**src/hw/rtl/etl_pkg.sv**
```systemverilog
// Shared types and constants for the expression token lexer.
// No dependencies; imported by every lexer module.
package etl_pkg;

  localparam int unsigned POS_WIDTH_DEF = 16;
  localparam int unsigned TOKQ_DEPTH    = 4;

  // Character codes
  localparam logic [7:0] CH_NUL        = 8'h00;
  localparam logic [7:0] CH_TAB        = 8'h09;
  localparam logic [7:0] CH_NEWLINE    = 8'h0A;
  localparam logic [7:0] CH_SPACE      = 8'h20;
  localparam logic [7:0] CH_PLUS       = 8'h2B;
  localparam logic [7:0] CH_MINUS      = 8'h2D;
  localparam logic [7:0] CH_ZERO       = 8'h30;
  localparam logic [7:0] CH_NINE       = 8'h39;
  localparam logic [7:0] CH_EQUALS     = 8'h3D;
  localparam logic [7:0] CH_UPPER_A    = 8'h41;
  localparam logic [7:0] CH_UPPER_Z    = 8'h5A;
  localparam logic [7:0] CH_UNDERSCORE = 8'h5F;
  localparam logic [7:0] CH_LOWER_A    = 8'h61;
  localparam logic [7:0] CH_LOWER_Z    = 8'h7A;

  typedef enum logic [2:0] {
    TK_NUMBER  = 3'd0,
    TK_SYMBOL  = 3'd1,
    TK_ASSIGN  = 3'd2,
    TK_PLUS    = 3'd3,
    TK_MINUS   = 3'd4,
    TK_NEWLINE = 3'd5,
    TK_END     = 3'd6,
    TK_ERROR   = 3'd7
  } token_kind_e;

  typedef struct packed {
    token_kind_e kind;
    logic        is_error;
    logic [15:0] start_pos;
    logic [15:0] token_len;
    logic        last;
  } token_t;

  // Up to two tokens produced by one character
  typedef struct packed {
    logic   valid_a;
    token_t tok_a;
    logic   valid_b;
    token_t tok_b;
  } tok_pair_t;

endpackage

```
**src/hw/rtl/expression_token_lexer.sv**
```systemverilog
// Top level of the expression token lexer: scanner plus token queue.
// Depends on etl_pkg, etl_scan, etl_tok_fifo.
//
// Channel | Direction | Handshake              | Payload
// --------+-----------+------------------------+----------------------------------------
// in      | input     | in_valid_i/in_ready_o  | char_code_i
// out     | output    | out_valid_o/out_ready_i| token_kind_o, is_error_o, start_pos_o,
//         |           |                        | token_len_o, last_o
//
// One character is taken per cycle. The scanner classifies it and updates its
// mode/position registers in the same cycle and writes zero, one or two tokens
// into a four-entry token queue, which registers them. The queue drains one
// token per transfer, so a character that closes a run and yields its own
// token takes two output transfers. in_ready_o is high while the queue has
// room for two tokens; an output stall backs up into the queue and then stops
// the input. Reset clears the mode to idle, position and run start to zero,
// and empties the queue.
module expression_token_lexer import etl_pkg::*; #(
  parameter int unsigned POS_WIDTH = POS_WIDTH_DEF
) (
  input  logic        clk_i,
  input  logic        rst_ni,
  input  logic        in_valid_i,
  output logic        in_ready_o,
  input  logic [7:0]  char_code_i,
  output logic        out_valid_o,
  input  logic        out_ready_i,
  output logic [2:0]  token_kind_o,
  output logic        is_error_o,
  output logic [15:0] start_pos_o,
  output logic [15:0] token_len_o,
  output logic        last_o
);

  tok_pair_t pair;
  token_t    tok;
  logic      accept;

  // a transfer on the input channel
  assign accept = in_valid_i && in_ready_o;

  etl_scan #(
    .POS_WIDTH (POS_WIDTH)
  ) u_scan (
    .clk_i       (clk_i),
    .rst_ni      (rst_ni),
    .accept_i    (accept),
    .char_code_i (char_code_i),
    .pair_o      (pair)
  );

  etl_tok_fifo u_tok_fifo (
    .clk_i       (clk_i),
    .rst_ni      (rst_ni),
    .pair_i      (pair),
    .room2_o     (in_ready_o),
    .out_valid_o (out_valid_o),
    .out_ready_i (out_ready_i),
    .tok_o       (tok)
  );

  assign token_kind_o = tok.kind;
  assign is_error_o   = tok.is_error;
  assign start_pos_o  = tok.start_pos;
  assign token_len_o  = tok.token_len;
  assign last_o       = tok.last;

endmodule

```
**src/hw/rtl/etl_scan.sv**
```systemverilog
// Scanner: mode, position and run-start registers plus token generation.
// Depends on etl_pkg.
module etl_scan import etl_pkg::*; #(
  parameter int unsigned POS_WIDTH = POS_WIDTH_DEF
) (
  input  logic       clk_i,
  input  logic       rst_ni,
  input  logic       accept_i,
  input  logic [7:0] char_code_i,
  output tok_pair_t  pair_o
);

  localparam int unsigned EXT_W = (POS_WIDTH > 16) ? POS_WIDTH : 16;

  typedef enum logic [2:0] {
    MODE_IDLE = 3'b001,
    MODE_NUM  = 3'b010,
    MODE_SYM  = 3'b100
  } mode_e;

  mode_e                mode_q, mode_d;
  logic [POS_WIDTH-1:0] pos_q, pos_d;
  logic [POS_WIDTH-1:0] start_q, start_d;
  logic [POS_WIDTH-1:0] pos_bump;

  logic is_dig, is_alpha, is_blank, is_nul, cont, in_run, own_present;
  token_t      close_tok, own_tok;
  token_kind_e own_kind;

  function automatic logic [15:0] sat16(input logic [POS_WIDTH-1:0] v);
    logic [EXT_W-1:0] e;
    e = EXT_W'(v);
    return (e > EXT_W'(16'hFFFF)) ? 16'hFFFF : e[15:0];
  endfunction

  assign is_dig   = (char_code_i >= CH_ZERO) && (char_code_i <= CH_NINE);
  assign is_alpha = ((char_code_i >= CH_LOWER_A) && (char_code_i <= CH_LOWER_Z)) ||
                    ((char_code_i >= CH_UPPER_A) && (char_code_i <= CH_UPPER_Z));
  assign is_blank = (char_code_i == CH_SPACE) || (char_code_i == CH_TAB);
  assign is_nul   = (char_code_i == CH_NUL);
  assign pos_bump = (pos_q == {POS_WIDTH{1'b1}}) ? pos_q : pos_q + POS_WIDTH'(1);

  always_comb begin
    cont   = 1'b0;
    in_run = 1'b0;
    unique case (mode_q)
      MODE_NUM: begin
        in_run = 1'b1;
        cont   = is_dig;
      end
      MODE_SYM: begin
        in_run = 1'b1;
        cont   = is_alpha || is_dig || (char_code_i == CH_UNDERSCORE);
      end
      default: begin
        in_run = 1'b0;
        cont   = 1'b0;
      end
    endcase
  end

  assign own_present = !cont && !is_blank && !is_dig && !is_alpha;

  always_comb begin
    priority if (is_nul) begin
      own_kind = TK_END;
    end else if (char_code_i == CH_EQUALS) begin
      own_kind = TK_ASSIGN;
    end else if (char_code_i == CH_PLUS) begin
      own_kind = TK_PLUS;
    end else if (char_code_i == CH_MINUS) begin
      own_kind = TK_MINUS;
    end else if (char_code_i == CH_NEWLINE) begin
      own_kind = TK_NEWLINE;
    end else begin
      own_kind = TK_ERROR;
    end
  end

  always_comb begin
    close_tok.kind      = (mode_q == MODE_SYM) ? TK_SYMBOL : TK_NUMBER;
    close_tok.is_error  = 1'b0;
    close_tok.start_pos = sat16(start_q);
    close_tok.token_len = sat16(pos_q - start_q);
    close_tok.last      = !own_present;

    own_tok.kind      = own_kind;
    own_tok.is_error  = (own_kind == TK_ERROR);
    own_tok.start_pos = sat16(pos_q);
    own_tok.token_len = is_nul ? 16'd0 : 16'd1;
    own_tok.last      = 1'b1;
  end

  always_comb begin
    pair_o.valid_a = accept_i && ((in_run && !cont) || own_present);
    pair_o.tok_a   = (in_run && !cont) ? close_tok : own_tok;
    pair_o.valid_b = accept_i && in_run && !cont && own_present;
    pair_o.tok_b   = own_tok;
  end

  always_comb begin
    mode_d  = mode_q;
    pos_d   = pos_q;
    start_d = start_q;
    if (accept_i) begin
      if (cont) begin
        pos_d = pos_bump;
      end else begin
        mode_d = MODE_IDLE;
        priority if (is_blank) begin
          pos_d = pos_bump;
        end else if (is_dig) begin
          mode_d  = MODE_NUM;
          start_d = pos_q;
          pos_d   = pos_bump;
        end else if (is_alpha) begin
          mode_d  = MODE_SYM;
          start_d = pos_q;
          pos_d   = pos_bump;
        end else if (is_nul) begin
          pos_d   = '0;
          start_d = '0;
        end else begin
          pos_d = pos_bump;
        end
      end
    end
  end

  always_ff @(posedge clk_i or negedge rst_ni) begin
    if (!rst_ni) begin
      mode_q  <= MODE_IDLE;
      pos_q   <= '0;
      start_q <= '0;
    end else begin
      mode_q  <= mode_d;
      pos_q   <= pos_d;
      start_q <= start_d;
    end
  end

  a_run_start_le_pos: assert property (@(posedge clk_i) disable iff (!rst_ni)
    start_q <= pos_q)
    else $error("run start beyond position");

  a_nul_clears_pos: assert property (@(posedge clk_i) disable iff (!rst_ni)
    (accept_i && is_nul) |=> (pos_q == '0 && mode_q == MODE_IDLE))
    else $error("end of source did not clear position");

  a_mode_onehot: assert property (@(posedge clk_i) disable iff (!rst_ni)
    $onehot(mode_q))
    else $error("scan mode not one-hot");

endmodule

```
**src/hw/rtl/etl_tok_fifo.sv**
```systemverilog
// Token queue: takes up to two tokens per cycle, delivers one per transfer.
// Depends on etl_pkg.
module etl_tok_fifo import etl_pkg::*; (
  input  logic      clk_i,
  input  logic      rst_ni,
  input  tok_pair_t pair_i,
  output logic      room2_o,
  output logic      out_valid_o,
  input  logic      out_ready_i,
  output token_t    tok_o
);

  localparam int unsigned PTR_W = $clog2(TOKQ_DEPTH);
  localparam int unsigned CNT_W = $clog2(TOKQ_DEPTH + 1);

  token_t             mem_q [TOKQ_DEPTH];
  logic [PTR_W-1:0]   wr_ptr_q, rd_ptr_q;
  logic [CNT_W-1:0]   count_q, count_d;
  logic               pop;
  logic [1:0]         n_push;

  assign out_valid_o = (count_q != '0);
  assign tok_o       = mem_q[rd_ptr_q];
  assign pop         = out_valid_o && out_ready_i;
  assign room2_o     = (count_q <= CNT_W'(TOKQ_DEPTH - 2));
  assign n_push      = {1'b0, pair_i.valid_a} + {1'b0, pair_i.valid_b};
  assign count_d     = count_q + CNT_W'(n_push) - CNT_W'(pop);

  always_ff @(posedge clk_i) begin
    if (pair_i.valid_a) begin
      mem_q[wr_ptr_q] <= pair_i.tok_a;
    end
    if (pair_i.valid_b) begin
      mem_q[wr_ptr_q + PTR_W'(1)] <= pair_i.tok_b;
    end
  end

  always_ff @(posedge clk_i or negedge rst_ni) begin
    if (!rst_ni) begin
      wr_ptr_q <= '0;
      rd_ptr_q <= '0;
      count_q  <= '0;
    end else begin
      wr_ptr_q <= wr_ptr_q + PTR_W'(n_push);
      rd_ptr_q <= rd_ptr_q + PTR_W'(pop);
      count_q  <= count_d;
    end
  end

  a_count_bound: assert property (@(posedge clk_i) disable iff (!rst_ni)
    count_q <= CNT_W'(TOKQ_DEPTH))
    else $error("token queue overflow");

  a_second_needs_first: assert property (@(posedge clk_i) disable iff (!rst_ni)
    pair_i.valid_b |-> pair_i.valid_a)
    else $error("second token without first");

  a_pop_only: assert property (@(posedge clk_i) disable iff (!rst_ni)
    (pop && n_push == 2'd0) |=> (count_q == $past(count_q) - CNT_W'(1)))
    else $error("queue count mismatch on drain");

endmodule
```
**config.mk**
```make
export PLATFORM = sky130hd
export DESIGN_NAME = expression_token_lexer
export DESIGN_NICKNAME = d
export VERILOG_FILES = /design/src/hw/rtl/etl_pkg.sv /design/src/hw/rtl/expression_token_lexer.sv /design/src/hw/rtl/etl_scan.sv /design/src/hw/rtl/etl_tok_fifo.sv
export SDC_FILE = /design/constraint.sdc
export NUM_CORES = 1
export LEC_CHECK = 0
export ABC_AREA = 1
export BUFFER_PORTS_ARGS = -buffer_cell sky130_fd_sc_hd__buf_4
export CORE_MARGIN = 2
export CORE_UTILIZATION = 50
export DETAILED_ROUTE_END_ITERATION = 12
export PLACE_DENSITY = 0.81
export SLEW_MARGIN = 0
export SYNTH_ARGS = -nofsm -noshare
export SYNTH_HDL_FRONTEND = slang
export SYNTH_SLANG_ARGS = --single-unit
export TNS_END_PERCENT = 30
```
**constraint.sdc**
```tcl
create_clock -name clk_i -period 2.7 [get_ports clk_i]
set_input_delay 0.81 -clock clk_i [delete_from_list [all_inputs] [get_ports clk_i]]
set_output_delay 0.81 -clock clk_i [all_outputs]
set_load 0.005 [all_outputs]
```
==> metrics.cfg <==
[routing]
route.detailed.drc = 0
antenna_left = 0
firstDrtPassIters = 8
wl_per_cell_um = 17.9
routed_wirelength_um = 29600
num_vias = 9884
vias_per_cell = 5.99
initialDrtViolationCount = 1480

[global_routing]
antenna_found_initial = 0
grt_pass1_wl_um = 47600
grt_pass1_vias = 9253
grt_usage_pct = 27.0
grt_max_degree = 76
gr-total-overflow = 0

[clocking]
clk_root_buffer_cell = clkbuf_16
clkLatencyLatePin_ps = 440
cts_tree = built
clockBufferDepth = 2
cts_setup_buffers = 0
clk_pin_slew_ps = 70
numCtsBuffers = 17
cts.htree.levels = 4
cts.sinks = 190

[synthesis]
yosysUniqueCellTypes = 45
synth_seq_area_share_pct = 45.9
syn-cell-area_um2 = 10600
synth_common_cells = nand3_1, nand2_1, o21ai_0
synthCells = 1321
synthArstFlopShare_pct = 22.1
netlist_top_cells_area = edfxtp_1, dfxtp_1, nand3_1
yosys.area.top_type_share_pct = 23.9
syn_avg_cell_area_um2 = 8.01
synthFlopType = edfxtp_1
ys_warn_count = 0
synth_area_leader_cell = edfxtp_1
yosysMostFrequentCell = nand3_1
ys_ff_latch = 190
syn-num-nets = 1357
synth-edff-count = 84

[power]
p_leak_uw = 0.00517
vdd_drop_max_uv = 512
p_per_area_nw_per_um2 = 1110

[critical_path]
path_class = reg2out
max_stage_delay_ps = 450
critPathArrivalTime_ps = 1810
r2r-start = u_scan.mode_q[0]$_DFFE_PN1P_
r2r-end = u_tok_fifo.mem_q[2][32]$_DFFE_PP_
crit_path_cell_trace = inv_6 > buf_12 > o21ai_0 > o22ai_1 > buf_4
path_delay_family = buffers and inverters
cp-end-kind = primary output
required_ps = 1890
cp_num_buf_inv = 3
rrSetupSlack_ps = 200
cp-start-kind = flop
r2r.worst_path.cells = 10
worstPathMaxFanout = 44
crit_slowest_cell = dfrtp_2

[sta]
period_share_pct = 97.2
relSlewSlack_pct = 52.9
fin_crit_ps = 2620
finalWorstSetupSlack_ps = 75.5
hold_violations = 0
rsz0062_at_grt = false
tightestPinTransition_ps = 702
clock-skew-final_ps = 11.1
max_freq_ghz = 0.381
slew_violations = 0
fin_hold_ws_ps = 367
setup_viol = 0

[floorplan]
die_h_um = 149
die_area_um2 = 22300
start_util_pct = 50.6
num_rows = 53
coreArea_um2 = 20900
dieWidth_um = 149
ios = 51

[final_layout]
insertedDiodeCount = 0
multiInputGateArea_um2 = 5000
fin_util_pct = 57.8
layoutNonFillerInstCount = 1649
fill_cells = 1820
regArea_um2 = 4860
syn_to_final_growth_pct = 14.2
nNetsFinal = 1397
drive_above_1_share_pct = 14.0

[run]
cap_violations = 0

[place]
numPortBuffers = 50
dp_hpwl_um = 19300
dpl.cell_count = 1617
post-place-ws_ps = -327
gp_congestion = 0.939

[status]
status = finished, final reports clean

[hold_path]
hold_class = in2async

## power breakdown
| part | total [uW] | internal, uW | switching (uW) |
|---|---|---|---|
| clock | 2430 | 1370 | 1060 |
| sequential | 4170 | 3680 | 498 |
| combinational | 6760 | 2470 | 4280 |
| total | 13400 | 7510 | 5840 |
## area by class of cell
cell class                      count  share of cell area (%)
Timing Repair Buffer              115                    8.35
Clock inverter                      9                   0.922
Tap cell                          275                    2.85
Sequential cell                   190                    40.2
Multi-Input combinational cell    956                    41.4
Clock buffer                       23                    3.71
Inverter                           81                    2.56
## how the worst max path moves through the flow
stage | startpoint | end | slack [ps] | depth (start not counted)
after floorplan | char_code_i[1] | u_tok_fifo.count_q[2]$_DFF_PN0_ | -150 | 14
after global placement | char_code_i[1] | u_tok_fifo.mem_q[2][32]$_DFFE_PP_ | -220 | 11
after detailed placement | char_code_i[1] | u_tok_fifo.mem_q[2][32]$_DFFE_PP_ | -330 | 11
after CTS | u_tok_fifo.rd_ptr_q[0]$_DFF_PN0_ | token_len_o[0] | 90 | 5
after global routing | u_tok_fifo.rd_ptr_q[0]$_DFF_PN0_ | start_pos_o[14] | 20 | 5
final | u_tok_fifo.rd_ptr_q[0]$_DFF_PN0_ | start_pos_o[14] | 80 | 5
## metal layers
layer	vias to the layer above	GRT usage, %	part of all wire [%]
met5	-	0	0
met2	597	43.5	46
met3	80	6.28	11
met4	0	10.7	2.9
li1	4628	-	-
met1	4579	35.5	40
## cells in the final DEF (no fill, tap or decap), drive strengths merged, types with 4 or more instances in the layout
cell / netlist / final
a21oi: 21 / 21
buf: 45 / 115
clkbuf: 49 / 23
dfrtp: 41 / 41
dfxtp: 64 / 64
edfxtp: 84 / 84
ha: 22 / 22
inv: 80 / 82
nand2: 225 / 225
nand3: 251 / 251
nand3b: 4 / 4
nand4: 10 / 10
nor2: 131 / 131
nor3: 14 / 14
o21ai: 201 / 201
o22ai: 42 / 42
xnor2: 11 / 11
xor2: 8 / 8
## per-stage QoR
step / total power, uW / setup TNS [ps] / cell area [um2]
finish: 13400 / 0 / 12100
global route: 14300 / 0 / 12100
CTS: 13200 / 0 / 12100
detailed placement: 10800 / -50270 / 11500
global placement: 10600 / -34210 / 11500
floorplan: 8440 / -2190 / 10700
## sequential cells by signal (all words and copies together) (netlist names)
register / cells
u_tok_fifo.wr_ptr_q: 2
u_tok_fifo.mem_q: 148
u_scan.mode_q: 3
u_scan.pos_q: 16
u_tok_fifo.count_q: 3
u_scan.start_q: 16
u_tok_fifo.rd_ptr_q: 2
## timing repair
item                                    4_1_cts  5_1_grt
hold buffers                                  0        0
gates resized for setup                       1        4
endpoints found under the setup margin        4       21
## cells by family (layout without fill, tap and decap cells)
group           after synthesis  after routing  synth area share, %
simple gates                642            642                 27.9
compound gates              271            271                 13.6
flops                       190            190                 45.9
buf+inv                     175            228                 8.01
fa+ha+maj                    24             24                 2.98
xor+xnor                     19             19                 1.57
No activity file was read; power rests on OpenSTA's default activity.
